==> config.mk <==
export PLATFORM = sky130hd
export DESIGN_NAME = bfaq_front
export DESIGN_NICKNAME = d
export VERILOG_FILES = /design/src/sv/bfaq_pkg.sv /design/src/sv/bfaq_front.sv
export SDC_FILE = /design/constraint.sdc
export NUM_CORES = 1
export LEC_CHECK = 0
export ABC_AREA = 1
export BUFFER_PORTS_ARGS = -buffer_cell sky130_fd_sc_hd__buf_2
export CORE_ASPECT_RATIO = 0.8
export CORE_UTILIZATION = 45
export DETAILED_ROUTE_END_ITERATION = 8
export PLACE_DENSITY = 0.68
export SLEW_MARGIN = 25
export SYNTH_ARGS = -nofsm -noshare
export SYNTH_HDL_FRONTEND = slang
export SYNTH_SLANG_ARGS = --single-unit
==> constraint.sdc <==
create_clock -name clk -period 2.13 [get_ports clk]
set_input_delay 0.3195 -clock clk [delete_from_list [all_inputs] [get_ports clk]]
set_output_delay 0.3195 -clock clk [all_outputs]
set_load 0.05 [all_outputs]
==> src/sv/bfaq_pkg.sv <==
// bfaq_pkg: shared types, constants and helpers for the bloom filter block.
// No dependencies.
package bfaq_pkg;

    localparam int NumBits   = 65536;
    localparam int MaxHashes = 8;
    localparam int IdxW      = 16;
    localparam int LaneW     = 3;

    localparam logic [63:0] FNV_BASIS = 64'd1469598103934665603;
    localparam logic [63:0] FNV_PRIME = 64'd1099511628211;
    localparam logic [63:0] MIX_MUL   = 64'hff51afd7ed558ccd;
    localparam logic [63:0] SEED_MUL  = 64'h9e3779b97f4a7c15;

    localparam logic CFG_BIT_COUNT  = 1'b0;
    localparam logic CFG_HASH_COUNT = 1'b1;

    // item passed from front to back
    typedef struct packed {
        logic       has_byte;
        logic       last;
        logic       func;
        logic [7:0] key_byte;
    } bfaq_item_t;

    typedef enum logic [3:0] {
        ST_IDLE,
        ST_ABS_LO,
        ST_ABS_HI,
        ST_ABS_SUM,
        ST_MIX1,
        ST_MIX2,
        ST_MIX3,
        ST_MOD,
        ST_PROBE,
        ST_PROBE_WAIT,
        ST_DONE
    } bfaq_state_t;

    // start value of lane i
    function automatic logic [63:0] lane_init(input logic [LaneW-1:0] i);
        logic [63:0] s;
        s = SEED_MUL * (64'(i) + 64'd1);
        return FNV_BASIS ^ s;
    endfunction

endpackage

==> src/sv/bfaq_front.sv <==
// bfaq_front: accepts items, drops idle ones, queues the rest (depth 2).
// Depends on bfaq_pkg.
module bfaq_front
    import bfaq_pkg::*;
(
    input  logic       clk,
    input  logic       rst_n,
    input  logic       start,
    input  logic       func,
    input  logic [7:0] key_byte,
    input  logic       has_byte,
    input  logic       last,
    output logic       busy,
    output logic       q_valid,
    output bfaq_item_t q_item,
    input  logic       q_pop
);

    bfaq_item_t  slot_reg [2];
    logic        wr_reg, rd_reg;
    logic [1:0]  cnt_reg;
    logic        push;

    assign busy    = (cnt_reg == 2'd2);
    assign push    = start && !busy && (has_byte || last);
    assign q_valid = (cnt_reg != 2'd0);
    assign q_item  = slot_reg[rd_reg];

    // payload slots
    always_ff @(posedge clk)
    begin
        if (push)
        begin
            slot_reg[wr_reg] <= '{has_byte: has_byte, last: last, func: func,
                                  key_byte: key_byte};
        end
    end

    // pointers and fill count
    always_ff @(posedge clk or negedge rst_n)
    begin
        if (!rst_n)
        begin
            wr_reg  <= 1'b0;
            rd_reg  <= 1'b0;
            cnt_reg <= 2'd0;
        end
        else
        begin
            if (push)
            begin
                wr_reg <= ~wr_reg;
            end
            if (q_pop)
            begin
                rd_reg <= ~rd_reg;
            end
            cnt_reg <= cnt_reg + {1'b0, push} - {1'b0, q_pop};
        end
    end

endmodule

==> flow_summary.toml <==
[routing]
dr.pass1.iters = 4
routedWlPerCell_um = 12.4
vias = 567
antenna_violating_nets_post_route = 0
total_wire_length_after_detailed_routing_um = 1520
drt_first_iter_violations = 13
drcViolationCount = 0
via_count_normalized_by_instance_count = 4.65

[layout]
syn_to_final_growth_pct = 18.7
largest_register_ffs = 22
drive_above_1_share_pct = 45.4
post_layout_nonfiller_instances = 122
final_core_utilization_pct = 57.8
layout.cells.most_common_list = "27 x buf_2, 22 x edfxtp_1, 9 x mux2_4, 9 x inv_1, 7 x nand2_1"
most_common_cell_after_layout_fill_and_taps_aside = "buf_2"
final_area_mm2 = 0.00127
finalNetCount = 115
antenna_cells_inserted = 0

[sta]
report.final.slew_viol_count = 0
rsz0062_at_grt = "false"
timing.final.hold_violations = 0
relSlewSlack_pct = 69.2
worst_slew_pin_slew_ns = 0.462
setup-tns-final_ns = 0
layout_setup_ws_ns = 0.276
fmax_mhz = 539
setup_viol = 0
finalCritPeriodShare_pct = 87.0
final.setup_skew_ns = 0.00556
finalCriticalPeriod_ns = 1.85

[global_routing]
globalRouteTotalUtil_pct = 13.7
overflow = 0
grt_max_degree = 15
first_global_vias = 539
wire_length_of_the_first_global_routing_pass_um = 2500
antenna_found_initial = 0

[setup_path]
worst_setup_path_end_kind = "primary output"
worstPathMaxFanout = 12
crit_arrival_ns = 1.53
rr_startpoint = "cnt_reg[1]"
worstRegToRegCells = 8
r2r_slack_ns = 0.65
setup.worst_path.class = "reg2out"
required_time_at_the_endpoint_of_the_critical_path_ns = 1.81
regToRegEndpoint = "cnt_reg[1]"
timing.critical_path.from_type = "flip-flop"

[synth]
yosys_register_bits = 26
cell_count_after_synthesis = 65
ys.warnings.count = 0
syn_avg_cell_area_um2 = 16.4
synth_nets = 82
netlist_area_pre_place_mm2 = 0.00107
synth.yosys.seq_area_share_pct = 71.2
yosys.cell_types.count = 13

[cts]
cts-root-to-sink-buffers = 2
clk_latency_ns = 0.31
cts-root-buf = "clkbuf_4"
cts_tree = "yes"
post-cts-setup-buffer-count = 0
ctsHtreeMaxLevel = 1
clk_pin_slew_worst_paths_ns = 0.13
cts_made_buffers = 3
cts_sinks = 26

[placement]
place.detailed.instances = 117
dp_slack_ns = 0.427
placed_area_mm2 = 0.00123
placement.io_buffers = 27
place_congestion = 0.738

[pwr]
pleak_uw = 0.000571
vdd_ir_drop_max_v = 0.000877
power-per-cell-area_mw_per_mm2 = 1410

[die]
die_w_um = 56.5
die_height_um = 45.6
coreArea_mm2 = 0.00220
starting_density_of_the_core_pct = 48.7
rows = 15
io_pins = 28
die-area_mm2 = 0.00257

[job]
maxCapViolations = 0

[hold_path]
hold_path_startpoint = "q_pop"
holdPathStages = 2
min-delay-path-class = "in2reg"
hold_path_end = "rd_reg"

[status]
outcome = "finished clean"
## critical path, cell delays in order (launching register included)
cell and delay (ns):
dfrtp_2 0.62, mux2_2 0.39, buf_2 0.21
## cells in the mapped netlist
library cell	number	area (µm²)
nand2_1	7	26.3
edfxtp_1	22	661
mux2_4	9	135
nand3_1	2	10.0
ha_1	2	25.0
dfrtp_1	4	100
or2_2	1	6.26
nor2_1	3	11.3
mux2_2	2	22.5
xnor2_1	1	8.76
inv_1	9	33.8
xor2_1	2	17.5
buf_6	1	11.3
## how the worst max path moves through the flow
| stage | start | endpoint | slack [ns] | cells after the start |
|---|---|---|---|---|
| CTS | rd_reg | q_item[10] | 0.05 | 2 |
| floorplan | cnt_reg[1] | slot_reg[1][0] | 0.63 | 3 |
| global route | rd_reg | q_item[10] | 0.21 | 2 |
| finish | rd_reg | q_item[10] | 0.28 | 2 |
| global placement | rd_reg | q_item[10] | 0.45 | 2 |
| detailed placement | rd_reg | q_item[10] | 0.43 | 2 |
## per-stage QoR
| step | hold slack [ns] | total power (µW) |
|---|---|---|
| after floorplan | 0.0239 | 1460 |
| after global placement | 0.131 | 1590 |
| after detailed placement | 0.129 | 1610 |
| after CTS | 0.170 | 1810 |
| after global routing | 0.162 | 1890 |
| final | 0.186 | 1790 |
## cells by family (layout without fill, tap and decap cells)
group,Yosys count,count (layout),synth area share [%]
DFF,26,26,71.2
and+or+nand+nor,13,13,5.04
muxes,11,11,14.8
buffers and inverters,10,42,4.22
xor gates and xnor gates,3,3,2.46
adders and majority gates,2,2,2.34
## per-layer routing
layer	routed length [µm]	GRT usage, %
met5	0	0
met4	0	4.39
met3	104	6.82
met2	677	22.1
met1	733	16.4
## final cells by class
| cell class | instances | area [µm²] |
|---|---|---|
| Timing Repair Buffer | 29 | 153 |
| Inverter | 9 | 33.8 |
| Fill cell | 189 | 927 |
| Multi-Input combinational cell | 29 | 263 |
| Sequential cell | 26 | 762 |
| Clock inverter | 1 | 3.75 |
| Tap cell | 25 | 31.3 |
| Clock buffer | 3 | 22.5 |
## report_power, final
part	switching [µW]	internal [µW]	total, µW	leakage [µW]
sequential	99.9	679	779	0.000249
combinational	537	275	811	0.000306
clock	131	68.5	199	0.0000154
## repair_timing
action	in CTS	in global routing
endpoints found under the setup margin	0	2
hold buffers	1	0
hold endpoints to repair	4	0
resized for setup	0	1
No activity file was read; power rests on OpenSTA's default activity.
